===== src/rtl/c2d_pkg.sv =====
// Package of the 2D convolution block: item types, codes and default sizes.
// No dependencies; used by every module of the block.
`timescale 1ns / 1ps

package c2d_pkg;

  localparam int DEF_MAX_ROWS   = 128;
  localparam int DEF_MAX_COLS   = 128;
  localparam int DEF_MAX_HALF_K = 3;

  localparam int OPCODE_W = 2;
  localparam int COORD_W  = 7;
  localparam int DATA_W   = 16;
  localparam int PROD_W   = 32;
  localparam int SUM_W    = 38;
  localparam int CFG_W    = 8;
  localparam int CFG_IDX_W = 2;
  localparam int SIZE_W   = 8;
  localparam int HALF_W   = 2;
  // Signed tap position: a 7-bit coordinate plus or minus a kernel offset.
  localparam int POS_W    = 10;

  localparam logic [OPCODE_W-1:0] OP_WR_KERNEL = 2'd0;
  localparam logic [OPCODE_W-1:0] OP_WR_PIXEL  = 2'd1;
  localparam logic [OPCODE_W-1:0] OP_COMPUTE   = 2'd2;
  localparam logic [OPCODE_W-1:0] OP_NONE      = 2'd3;

  localparam logic [CFG_IDX_W-1:0] CFG_IMAGE_ROWS  = 2'd0;
  localparam logic [CFG_IDX_W-1:0] CFG_IMAGE_COLS  = 2'd1;
  localparam logic [CFG_IDX_W-1:0] CFG_KHALF_ROWS  = 2'd2;
  localparam logic [CFG_IDX_W-1:0] CFG_KHALF_COLS  = 2'd3;

  localparam logic ST_OK      = 1'b0;
  localparam logic ST_OUTSIDE = 1'b1;

  typedef struct packed {
    logic [OPCODE_W-1:0]      opcode;
    logic [COORD_W-1:0]       row;
    logic [COORD_W-1:0]       col;
    logic signed [DATA_W-1:0] value;
  } req_t;

  typedef struct packed {
    logic signed [SUM_W-1:0] sum;
    logic                    status;
  } rsp_t;

  typedef struct packed {
    logic clear;
    logic tap_ok;
  } mac_ctl_t;

endpackage


===== src/rtl/c2d_mac.sv =====
// Shared multiply-accumulate unit of the 2D convolution block.
// Depends on c2d_pkg for widths and the control struct.
`timescale 1ns / 1ps

module c2d_mac (
  input  logic                                 clk,
  input  logic                                 rst,
  input  c2d_pkg::mac_ctl_t                    ctl,
  input  logic signed [c2d_pkg::DATA_W-1:0]    pix,
  input  logic signed [c2d_pkg::DATA_W-1:0]    coef,
  output logic signed [c2d_pkg::SUM_W-1:0]     acc
);
  import c2d_pkg::*;

  logic signed [PROD_W-1:0] prod;
  logic                     prod_ok;

  // Product register, then accumulate; a tap outside the image adds nothing.
  always_ff @(posedge clk) begin
    if (rst) begin
      prod_ok <= 1'b0;
    end else begin
      prod_ok <= ctl.tap_ok;
    end
    prod <= pix * coef;
  end

  always_ff @(posedge clk) begin
    if (ctl.clear) begin
      acc <= '0;
    end else if (prod_ok) begin
      acc <= acc + SUM_W'(prod);
    end
  end

endmodule


===== config.mk =====
export PLATFORM = sky130hd
export DESIGN_NAME = c2d_mac
export DESIGN_NICKNAME = d
export VERILOG_FILES = /design/src/rtl/c2d_pkg.sv /design/src/rtl/c2d_mac.sv
export SDC_FILE = /design/constraint.sdc
export NUM_CORES = 1
export LEC_CHECK = 0
export ABC_AREA = 1
export CORE_MARGIN = 2
export CORE_UTILIZATION = 58
export DETAILED_ROUTE_END_ITERATION = 16
export DONT_BUFFER_PORTS = 1
export PLACE_DENSITY_LB_ADDON = 0.1
export SLEW_MARGIN = 30
export SYNTH_ARGS = -nofsm -noshare
export SYNTH_HDL_FRONTEND = slang
export SYNTH_SLANG_ARGS = --single-unit

===== constraint.sdc =====
create_clock -name clk -period 5.69 [get_ports clk]
set_clock_uncertainty 0.05 [all_clocks]
set_input_delay 0.2845 -clock clk [delete_from_list [all_inputs] [get_ports clk]]
set_output_delay 0.2845 -clock clk [all_outputs]
set_load 0.03 [all_outputs]

; ---- Word level (Yosys, flattened, before mapping)
; Index checks and enable logic that the tools add are counted.
; W data, S select, Z words.
[word_totals]
input_bits = 36
ff_bits = 71
[op_classes]
n_mul = 1
add_sub_neg = 1
[op_table]
columns = op, n
row1 = $add A38 B32 Y38, 1
row2 = $mul A16 B16 Y32, 1

; ---- Depth between registers and ports, before layout
; Gate-level depths: netlist (run 1).
[logic_depth]
depth_word = 1
mapped_depth = 27

; ---- Worst setup path after synthesis (run 1)
; Ideal clock, no wire load.
[synth_timing]
kind = input port to flip-flop
from = in coef[3] (netlist bit)
to = reg prod[31]
t_arrival_ns = 5.397
path_stages = 22
setup_ns = 0.113
path_slack_ns = 0.130
path_cell_list = clkbuf_1 clkbuf_1 nand2_1 inv_1 fa_1 fa_1 inv_1 fa_1 inv_1 fa_1 fa_1 fa_1 ha_1 nand2_1 nor2_1 inv_1 nor2_1 inv_1 o211ai_1 nor2_1 nor2_1 nor2_1
[synth_between]
elab_chain_cells = 1
[synth_lines]
columns = element, line
row1 = from (decl), c2d_mac.sv:10  ; input logic signed [c2d_pkg::DATA_W-1:0] coef,
row2 = $mul A16 B16 Y32, c2d_mac.sv:25  ; prod <= pix * coef;
row3 = to (signal assigned), c2d_mac.sv:25
row4 = to (decl), c2d_mac.sv:15  ; logic signed [PROD_W-1:0] prod;
; No other way between the ends.
; A chain may end at the register's enable or synchronous reset.

; ---- Worst setup path after layout (run 1)
[layout_timing]
from = in coef[1] (netlist bit)
to = reg prod[30]
; Same word-level chain as after synthesis.

==> impl.org, run 1 <==
** Timing
- In the finished design, the share of the clock period the worst path needs comes to 0.931.
- Unrepaired setup endpoints after global routing :: no
- Actual slew at the worst max-slew pin :: 0.699 ns
- # setup viols final :: 0
- Fin. max-slew vios :: 0
- Subtracting the final worst setup slack from the clock period gives 5.30 ns.
- Measured against its own limit, the worst slew margin works out to 0.529.
- Fin. Hold Viols :: 0
- Highest Clock Rate :: 189 MHz
- Summed over all failing endpoints, the final setup total negative slack is 0 ns.

** Drt
- Detail Route met3 WL :: 2150 microns
- The highest metal layer carrying signal wires in the routed design is met4.
- Routed length on met2 :: 19600 microns
- Routed metal-1 wirelength :: 15900 microns
- Drt first pass iters :: 6
- Routed vias/inst :: 5.14
- In this run the remaining antenna-violating nets after routing total 0.
- In the final routed layout, each cell accounts on average for 16.5 microns.
- Iteration-0 DRC Markers :: 711
- Across all layers, the routed design uses 12.1k vias.
- DRC :: 0
- Final wirelength :: 38900 microns

** Final layout
- Relative to the synthesized area, the layout overhead comes to 3.97%.
- Leaving out fill and tap cells, the most frequent cell in the layout is inv_1.
- Commonest cells after routing, fill and taps aside :: inv_1 (543), nand2_1 (468), fa_1 (263), nor2_1 (185), ha_1 (119)
- Of the cells placed in the final design, the portion with a size suffix greater than 1 is 0.0336.
- After filler insertion, the fill cell instance count of the layout stands at 2449.
- Area of the multi-input gates :: 0.0113 sq mm
- Final net count :: 2435
- Area used by sequential logic in the layout :: 0.00142 sq mm
- Diodes inserted :: 0

** Global routing
- Summed over all layers, the global routing overflow is 0.
- Entering global routing, the biggest net connects 59 pins.
- Wire length of the first global-routing pass :: 63600 microns
- Antenna violations before repair :: 0
- The number of global-route vias before repair came to 12.8k.
- In the global route stage, overall resource usage came out at 0.302.

** Outcome
- Run status :: finished, final reports clean

** Synthesis
- Summed over all instances, the cell type with the most area after synthesis is fa_1.
- Synthesis produced a netlist with a net count of 2482.
- In this run, synthesis inferred 0 flip-flops with an integrated enable.
- Averaged over all synthesized cells, the footprint is 7.31 sq um.
- Synthesized flop and latch total :: 71
- Area fraction of the dominant cell type after synthesis :: 0.349
- Of all flip-flops after synthesis, the portion carrying an async set or reset was 0.
- The number of different library cells used by synthesis comes to 39.
- Synth Warn # :: 0
- In the synthesized netlist the dominant register cell turns out to be dfxtp_1.
- The cell area that synthesis handed to floorplanning was 0.0151 sq mm.
- Top post-synthesis cells by area :: fa_1 (35%), inv_1 (14%), nand2_1 (12%)
- Portion of the post-synthesis area used by sequential elements :: 0.0943
- Post-synthesis cell count :: 2064

** CTS
- TritonCTS buffer count :: 9
- Clock-pin slew on the worst setup and hold paths :: 0.06 ns
- In this run, post-CTS repair resized a total of 0 instances.
- No sink is reached through more buffers than the 2 on the longest clock path.
- Worst-Skew Late Latency :: 0.34 ns
- H-tree levels :: 3
- CTS tree :: yes
- For this design, the sink count on the clock tree is 71.
- CTS Root Buffer Type :: clkbuf_16

** Placed design
- Detailed-placement wirelength estimate :: 33300 microns
- Input and output buffers added on the ports amount to 0.
- Routability congestion estimate from global placement :: 0.949

** Die
- Initial core utilization :: 0.585
- Die ar. :: 0.0273 sq mm
- Die Span Y :: 165 microns
- Cell Rows :: 59
- Core footprint :: 0.0258 sq mm
- Die width :: 165 microns
- For this design the top-level I/O count stands at 74.

** Worst setup path
- WP data required :: 5.88 ns
- STA classifies the critical path endpoint as a flop.
- Of all nets on the critical path, the largest fanout is 16.
- The worst setup path is launched from a primary input.
- Arrival time reported for the critical path endpoint :: 5.49 ns
- Worst Path Class, Setup :: primary input to flop

** Run
- Max-cap violations in this run came to 0.

** Min path
- The tightest min-delay check is of the primary input to flop type.
## registers in the layout, summed over array words and instances (netlist names)
name     flops
prod        32
prod_ok      1
acc         38
## layer usage
layer	track usage	up-vias
li1	-	5918
met5	0	-
met1	0.366	5774
met2	0.552	342
met3	0.0380	66
met4	0.103	0
## final cells by class
type	count	area share
Clock buffer	10	0.0152
Timing Repair Buffer	12	0.00622
Inverter	546	0.131
Clock inverter	5	0.00678
Multi-Input combinational cell	1377	0.724
Tap cell	335	0.0267
Sequential cell	71	0.0907
## logic make-up (layout without fill, tap and decap cells)
group | Yosys count | count (layout) | share of synthesized area
XOR/XNOR | 55 | 55 | 0.0319
AND/OR/NAND/NOR | 764 | 764 | 0.205
AO/OA/AOI/OAI | 176 | 176 | 0.0675
adder cells (fa/ha/maj) | 382 | 382 | 0.448
buffers and inverters | 616 | 573 | 0.153
flip-flops | 71 | 71 | 0.0943
## worst paths after layout
kind / depth (start not counted) / slack [ns] / startpoint / end
worst min register to register: 2 / 0.59 / acc[0] / acc[0]
worst max-delay path: 18 / 0.39 / coef[1] / prod[30]
worst min-delay path: 2 / 0.02 / pix[0] / prod[0]
worst max register to register: 13 / 2.78 / acc[0] / acc[26]
## per-stage QoR
step                std cells  setup WS [ns]  area (sq um)  utilization  hold WS, ns
floorplan                2064          0.130         15100            -        0.306
global placement         2338          0.162         15300        0.594        0.308
detailed placement       2338         0.0830         15300        0.594        0.310
CTS                      2356          0.430         15700        0.609      0.00404
global route             2356          0.117         15700        0.609       0.0299
finish                   2356          0.394         15700        0.609       0.0151
## cells in the mapped netlist (3+ instances only)
| master | number |
|---|---|
| inv_1 | 543 |
| nand2_1 | 468 |
| fa_1 | 263 |
| nor2_1 | 185 |
| ha_1 | 119 |
| a21oi_1 | 74 |
| dfxtp_1 | 71 |
| clkbuf_1 | 67 |
| nand3_1 | 54 |
| o21ai_0 | 45 |
| xor2_1 | 37 |
| xnor2_1 | 18 |
| nand4_1 | 17 |
| nand2_2 | 14 |
| o21bai_1 | 14 |
| a21o_1 | 12 |
| o21ai_1 | 11 |
| nor2_2 | 7 |
| a21oi_2 | 6 |
| nor3_2 | 4 |
| a31oi_1 | 3 |
| inv_2 | 3 |
| nor3_1 | 3 |
| o21bai_2 | 3 |
| or2_1 | 3 |
| or2_2 | 3 |
## repair_timing
action,4_1_cts,5_1_grt
buffers inserted,0,0
hold buffers,3,0
endpoints found under the setup margin,0,0
endpoints found under the hold margin,4,0
## critical path, stage by stage
cell     delay, ns
nand2_1       0.10
inv_1         0.10
fa_1          0.55
fa_1          0.79
fa_1          0.51
fa_1          0.52
fa_1          0.51
inv_1         0.05
fa_1          0.47
inv_1         0.04
ha_1          0.34
nand2_1       0.11
nor2_1        0.20
inv_1         0.13
nor2_1        0.32
nand3_1       0.26
nand3_1       0.12
nand2_1       0.05
Power of run 1 is left out: the tool's default activity adds up to more than one toggle a clock period on the data nets, which glitch-free logic cannot reach.
==> run 2: changes to the inputs <==
--- a/config.mk
+++ b/config.mk
@@ -10,6 +10,7 @@
 export CORE_UTILIZATION = 58
 export DETAILED_ROUTE_END_ITERATION = 16
 export DONT_BUFFER_PORTS = 1
+export HOLD_SLACK_MARGIN = 0.06
 export PLACE_DENSITY_LB_ADDON = 0.1
 export SLEW_MARGIN = 30
 export SYNTH_ARGS = -nofsm -noshare
==> run 2 against run 1 <==
Fmax down 0.13%. First-iteration DRC count down 0.42%. Routed wire length up 1.2%. Largest cell class unchanged. Register-to-register slack worse by 0.02 ns. Utilization up 0.14 points.
==> impl.org, run 2 (synthesized netlist as in run 1, its figures left out) <==
** Global routing
- The wire length of the first global-routing pass was 64100 microns (+0.91%).
- Vias in the first global route :: 12.8k (+0.34%)
- The overall overflow remaining after global route is 0 (unchanged).
- Combined global-route utilization of all metal layers :: 0.305 (+0.00341)
- Antenna violations before repair :: 0 (unchanged)
- The maximum number of pins on one net before global-route repair was 59 (unchanged).

** Final layout
- Leaving out fill and tap cells, the most frequent cell in the layout is inv_1.
- Ranked by flip-flop count, first place goes to acc.
- Share of final-layout standard cells stronger than drive strength 1 :: 0.0341 (+0.000427)
- Final net count :: 2439 (+0.16%)
- Synth-to-Final Area Change :: 4.21%
- The library cells used most frequently in the layout, excluding fill and tap cells, are inv_1 (543), nand2_1 (468), fa_1 (263), nor2_1 (185), ha_1 (119).
- The largest registers in the layout are acc (38), prod (32), prod_ok (1).
- The flip-flop count of the largest register, all copies and words added came to 38 (unchanged).
- The final antenna diode count was 0 (unchanged).

** CTS
- TritonCTS built the clock tree.
- H-tree levels :: 3 (unchanged)
- TritonCTS buffer count :: 9 (unchanged)
- Clk buf depth :: 2 (unchanged)
- Worst-Skew Late Latency :: 0.34 ns (about the same)
- CTS Root Buffer Type :: clkbuf_16
- Clock-pin slew on the worst setup and hold paths :: 0.06 ns (about the same)
- Number of post-CTS setup repair buffers :: 0 (unchanged)
- The number of clock sinks seen by CTS was 71 (unchanged).

** Timing
- The transition at the pin with the smallest max-transition slack is 0.705 ns (+0.00522 ns).
- Min Clock Period, post-route :: 5.30 ns (+0.00686 ns)
- The number of hold violations in the final report is 0 (unchanged).
- Final TNS setup :: 0 ns (unchanged)
- The post-route fraction of the period consumed by the critical path came to 0.932 (+0.00121).
- The tightest slew margin relative to the limit was 0.526 (-0.00351).
- The highest achievable clock rate was 189 MHz (-0.13%).
- # setup viols final :: 0 (unchanged)
- Unrepaired setup endpoints after global routing :: no
- Fin. max-slew vios :: 0 (unchanged)

** Die
- The die outline height is 165 microns (unchanged).
- Die ar. :: 0.0273 sq mm (unchanged)
- Cell Rows :: 59 (unchanged)
- The floorplan core area was 0.0258 sq mm (unchanged).
- The number of placed I/O pins is 74 (unchanged).
- Initial core utilization :: 0.585 (unchanged)
- Die width :: 165 microns (unchanged)

** Min path
- The tightest min-delay check is of the primary input to flop type.

** Drt
- The number of routed nets with antenna violations came to 0 (unchanged).
- The final routed wire length divided by cell count is 16.7 microns (+1.0%).
- DRC :: 0 (unchanged)
- Routed vias/inst :: 5.15 (+0.28%)
- DR vias :: 12.2k (+0.45%)
- Iteration-0 DRC Markers :: 708 (-0.42%)
- The aggregate routed wire length came to 39300 microns (+1.2%).
- Drt first pass iters :: 6 (unchanged)

** Worst setup path
- Cell repeated most along the worst path :: fa_1
- The slowest stage of the critical path is the fa_1 cell.
- Arrival time reported for the critical path endpoint :: 5.51 ns (+0.02 ns)
- The setup path with the least slack is of type primary input to flop.
- Max Fanout on Critical Path :: 14 (-2)
- The data required time at the worst endpoint came to 5.90 ns (+0.02 ns).
- Worst path max stage delay :: 0.52 ns (-0.27 ns)
- Kind of capture point of the worst setup path :: flop
- Launching element type of the critical path :: primary input
- Traced cell by cell, the critical path runs through inv_1 -> or2_2 -> fa_1 -> fa_1 -> inv_1 -> fa_1 -> fa_1 -> fa_1 -> inv_1 -> fa_1 -> inv_1 -> ha_1 -> nand2_1 -> nor3_2 -> nand4_1 -> nand3_1 -> nand3_1 -> nand2_1 -> xor2_1.

** Placed design
- Routability congestion estimate from global placement :: 0.949 (unchanged)
- Detailed-placement wirelength estimate :: 33300 microns (unchanged)
- Count of buffers from port buffering :: 0 (unchanged)

** Outcome
- The run finished with clean final reports.

** Run
- Max-cap viol count :: 0 (unchanged)
[run 2: cell count changes in the layout (fill, tap and decap cells not counted)]
cell | before | now
buf_2 | 0 | 1
dlygate4sd3_1 | 3 | 6
[run 2: critical path, delay by kind of cell]
family / cells / cell delay (ns)
adders and majority gates: 7 / 3.23
and+or+nand+nor: 7 / 1.43
xor gates and xnor gates: 1 / 0.18
buffers and inverters: 4 / 0.37
[run 2: per-stage QoR]
stage | cells | setup slack [ns] | instance area [sq um] | utilization | hold slack, ns
floorplan | 2064 | 0.130 | 15100 | - | 0.306
global placement | 2338 | 0.162 | 15300 | 0.594 | 0.308
detailed placement | 2338 | 0.0830 | 15300 | 0.594 | 0.310
CTS | 2360 | 0.430 | 15700 | 0.610 | 0.0629
global route | 2360 | 0.117 | 15700 | 0.610 | 0.0766
finish | 2360 | 0.387 | 15700 | 0.610 | 0.0622
[run 2: layout make-up]
type,instances,area [sq um]
repair buffers,16,133
clock buffers,10,239
inverters,546,2050
clock inverters,5,106
flip-flops and latches,71,1420
multi-input cells,1377,11300
well taps,335,419
fillers,2448,10000
[run 2: routing by layer]
metal | track usage | part of all wire | wire length [microns]
met2 | 0.554 | 0.50 | 19700
met5 | 0 | 0 | 0
met4 | 0.112 | 0.038 | 1480
met3 | 0.0387 | 0.051 | 2020
met1 | 0.370 | 0.41 | 16100
[run 2: path summary, 6_finish.rpt]
| path | from | to | slack [ns] | depth (start not counted) |
|---|---|---|---|---|
| min reg2reg | acc[0] | acc[0] | 0.60 | 2 |
| min | ctl[1] | acc[8] | 0.06 | 3 |
| max | coef[15] | prod[22] | 0.39 | 19 |
| max reg2reg | acc[0] | acc[26] | 2.76 | 13 |
[run 2: timing repair]
| item | in CTS | in global routing |
|---|---|---|
| hold buffers | 7 | 0 |
| endpoints found under the hold margin | 25 | 0 |
| gates resized for setup | 0 | 0 |
| endpoints found under the setup margin | 0 | 0 |
Power of run 2 is left out for the same reason.
==> run 3: changes to the inputs <==
--- a/config.mk
+++ b/config.mk
@@ -10,7 +10,7 @@
 export CORE_UTILIZATION = 58
 export DETAILED_ROUTE_END_ITERATION = 16
 export DONT_BUFFER_PORTS = 1
-export HOLD_SLACK_MARGIN = 0.06
+export HOLD_SLACK_MARGIN = 0.1
 export PLACE_DENSITY_LB_ADDON = 0.1
 export SLEW_MARGIN = 30
 export SYNTH_ARGS = -nofsm -noshare
==> constraint.sdc (replaced) <==
create_clock -name clk -period 5.69 [get_ports clk]
set_clock_uncertainty 0.05 [all_clocks]
set_input_delay 1.138 -clock clk [delete_from_list [all_inputs] [get_ports clk]]
set_output_delay 1.138 -clock clk [all_outputs]
set_load 0.03 [all_outputs]
==> run 3 against run 2 <==
Cell count increased by 4.4%. Utilization rose by 5.7 points. Clock-buffer cell count grew 1. Critical path type unchanged.
==> impl.org, run 3 (synthesized netlist as in run 1, its figures left out) <==
** Final layout
- Largest regs :: acc (38), prod (32), prod_ok (1)
- Utilization after layout :: 0.667 (+0.0568)
- Final net count :: 2542 (+4.2%)
- The final antenna diode count is 0 (unchanged).
- Commonest cells after routing, fill and taps aside :: inv_1 (517), nand2_1 (449), fa_1 (241), nor2_1 (170), buf_4 (105)
- The library cell used most frequently in the layout, excluding fill and tap cells, is inv_1.
- More flip-flops sit in one register than any other, and that register is acc.
- Synth-to-Final Area Change :: 13.9%
- The flip-flop count of the largest register, all copies and words added was 38 (unchanged).
- Share of final-layout standard cells stronger than drive strength 1 :: 0.146 (+0.112)

** CTS
- The number of hold buffers added after cts was 0 (-7).
- The clock buffer count from CTS came to 9 (unchanged).
- The CTS H-tree depth is 3 (unchanged).
- Clk buf depth :: 2 (unchanged)
- CTS tree :: yes
- The tree is rooted in a clkbuf_16.
- The clock-pin slew on the worst setup and hold paths is 0.05 ns (about the same).
- The source-to-sink clock delay at the later pin of the worst-skew pair was 0.34 ns (about the same).
- # clock sinks :: 71 (unchanged)

** Die
- Core footprint :: 0.0258 sq mm (unchanged)
- The die width is 165 microns (unchanged).
- Boundary pin count :: 74 (unchanged)
- The initial cell density of the core came to 0.585 (unchanged).
- The area of the die is 0.0273 sq mm (unchanged).
- The die outline height is 165 microns (unchanged).
- The count of standard-cell rows was 59 (unchanged).

** Timing
- Fin. Hold Viols :: 0 (unchanged)
- Unrepaired setup endpoints after global routing :: yes
- Min Clock Period, post-route :: 5.68 ns (+0.375 ns)
- Fin. max-slew vios :: 0 (unchanged)
- # setup viols final :: 0 (unchanged)
- The post-route fraction of the period consumed by the critical path is 0.998 (+0.0660).
- Worst slew margin :: 0.562 (+0.0363)
- Worst-case hold slack :: 0.576 ns (+0.514 ns)
- The highest achievable clock rate was 176 MHz (-6.6%).
- Actual slew at the worst max-slew pin :: 0.657 ns (-0.0479 ns)

** Worst setup path
- The setup path with the least slack is of type primary input to flop.
- Cell repeated most along the worst path :: fa_1
- Worst-path cell with the longest stage delay :: fa_2
- The worst register-to-register path begins at acc[0].
- Launching element type of the critical path :: primary input
- The critical path goes through clkinvlp_4 -> buf_12 -> buf_12 -> nor2_4 -> fa_1 -> fa_1 -> fa_2 -> fa_2 -> fa_1 -> inv_1 -> fa_1 -> inv_2 -> ha_4 -> nand2_4 -> inv_2 -> nand2_4 -> nor3_4 -> nand4_1 -> nand3_4 -> nand3_1 -> nand2_1 -> xor2_1.
- Arrival time reported for the critical path endpoint :: 5.89 ns (+0.38 ns)
- STA classifies the critical path endpoint as a flop.
- The maximum single-stage delay on the critical path is 0.58 ns (+0.06 ns).
- The data required time at the worst endpoint came to 5.91 ns (about the same).
- The logic depth of the worst register-to-register path is 15 (+2).
- Reg-to-Reg End :: acc[32]
- Max Fanout on Critical Path :: 5 (-9)
- The minimum setup slack among reg-to-reg paths is 2.77 ns (about the same).

** Drt
- The via total after detailed routing was 12.6k (+3.9%).
- The final routed wire length divided by cell count is 15.9 microns (-4.6%).
- The aggregate routed wire length came to 39200 microns (-0.47%).
- The number of routed nets with antenna violations is 0 (unchanged).
- The number of vias per cell is 5.13 (-0.44%).
- DRC :: 0 (unchanged)
- Drt first pass iters :: 5 (-1)
- Iteration-0 DRC Markers :: 700 (-1.1%)

** Global routing
- The initial antenna violation count came to 0 (unchanged).
- The number of global-route vias before repair was 13.0k (+1.3%).
- The maximum number of pins on one net before global-route repair came to 59 (unchanged).
- The overall overflow remaining after global route came to 0 (unchanged).
- Combined global-route utilization of all metal layers :: 0.297 (-0.00784)
- Wire length of the first global-routing pass :: 63300 microns (-1.3%)

** Placed design
- The number of buffers added on ports is 0 (unchanged).
- Routability congestion estimate from global placement :: 0.934 (-1.5%)
- The placed wire-length estimate is 32800 microns (-1.3%).

** Min path
- In this run the most critical hold path is launched from prod[0].
- The count of cells along the worst hold path is 3 (unchanged).
- The tightest min-delay check is of the flop to flop type.
- The path with the worst hold slack has its endpoint at acc[0].

** Outcome
- Run status :: finished, final reports clean

** Run
- Max-cap viol count :: 0 (unchanged)
run 3: cell types whose count changed in the layout (fill, tap and decap cells not counted), moves of 15 or more:
cell | before | now
fa_1 | 263 | 241
nand2_1 | 468 | 449
ha_1 | 119 | 101
buf_4 | 9 | 105
a21oi_1 | 74 | 57
ha_4 | 0 | 18
nor2_1 | 185 | 170
fa_2 | 0 | 22
inv_2 | 3 | 26
inv_1 | 543 | 517
run 3: metrics by stage:
stage               instance area [sq um]  setup slack [ns]  setup TNS, ns  cells
finish                              17200            0.0116              0   2463
global route                        17200            -0.208          -1.38   2463
CTS                                 16700           -0.0695         -0.316   2448
detailed placement                  16300            -0.409          -4.47   2428
global placement                    16300            -0.324          -3.43   2428
floorplan                           15700            -0.293          -1.59   2064
run 3: critical path: cells and delay by family:
kind / cells / cell delay, ns
adders and majority gates: 7 / 3.25
buffers and inverters: 6 / 0.54
and+or+nand+nor: 8 / 0.83
xor gates and xnor gates: 1 / 0.13
run 3: timing repair:
action / CTS / global route
gates cloned: 0 / 1
resized for setup: 27 / 112
setup endpoints to repair: 5 / 17
buffers inserted: 5 / 14
pin swaps: 21 / 80
hold endpoints to repair: 0 / 0
run 3: how the worst max path moves through the flow:
stage	startpoint	end	slack, ns	cells after the start
floorplan	coef[9]	prod[31]	-0.29	24
global placement	coef[15]	prod[28]	-0.32	23
detailed placement	coef[1]	prod[31]	-0.41	21
CTS	coef[15]	prod[28]	-0.07	23
global route	pix[15]	prod[31]	-0.21	22
finish	coef[15]	prod[22]	0.01	22
run 3: layer usage:
metal  part of all wire  global-route usage  up-vias
met5                  0                   0        -
met4              0.037               0.104        0
met3              0.050              0.0327       76
met2               0.50               0.535      361
met1               0.42               0.370     6062
li1                   -                   -     6131
run 3: layout make-up:
class	count	area [sq um]
Clock inverter	4	47.5
Multi-Input combinational cell	1377	12000
Tap cell	335	419
Clock buffer	11	233
Inverter	546	2060
Timing Repair Buffer	119	981
Sequential cell	71	1420
Fill cell	2277	8580
Power of run 3 is left out for the same reason.
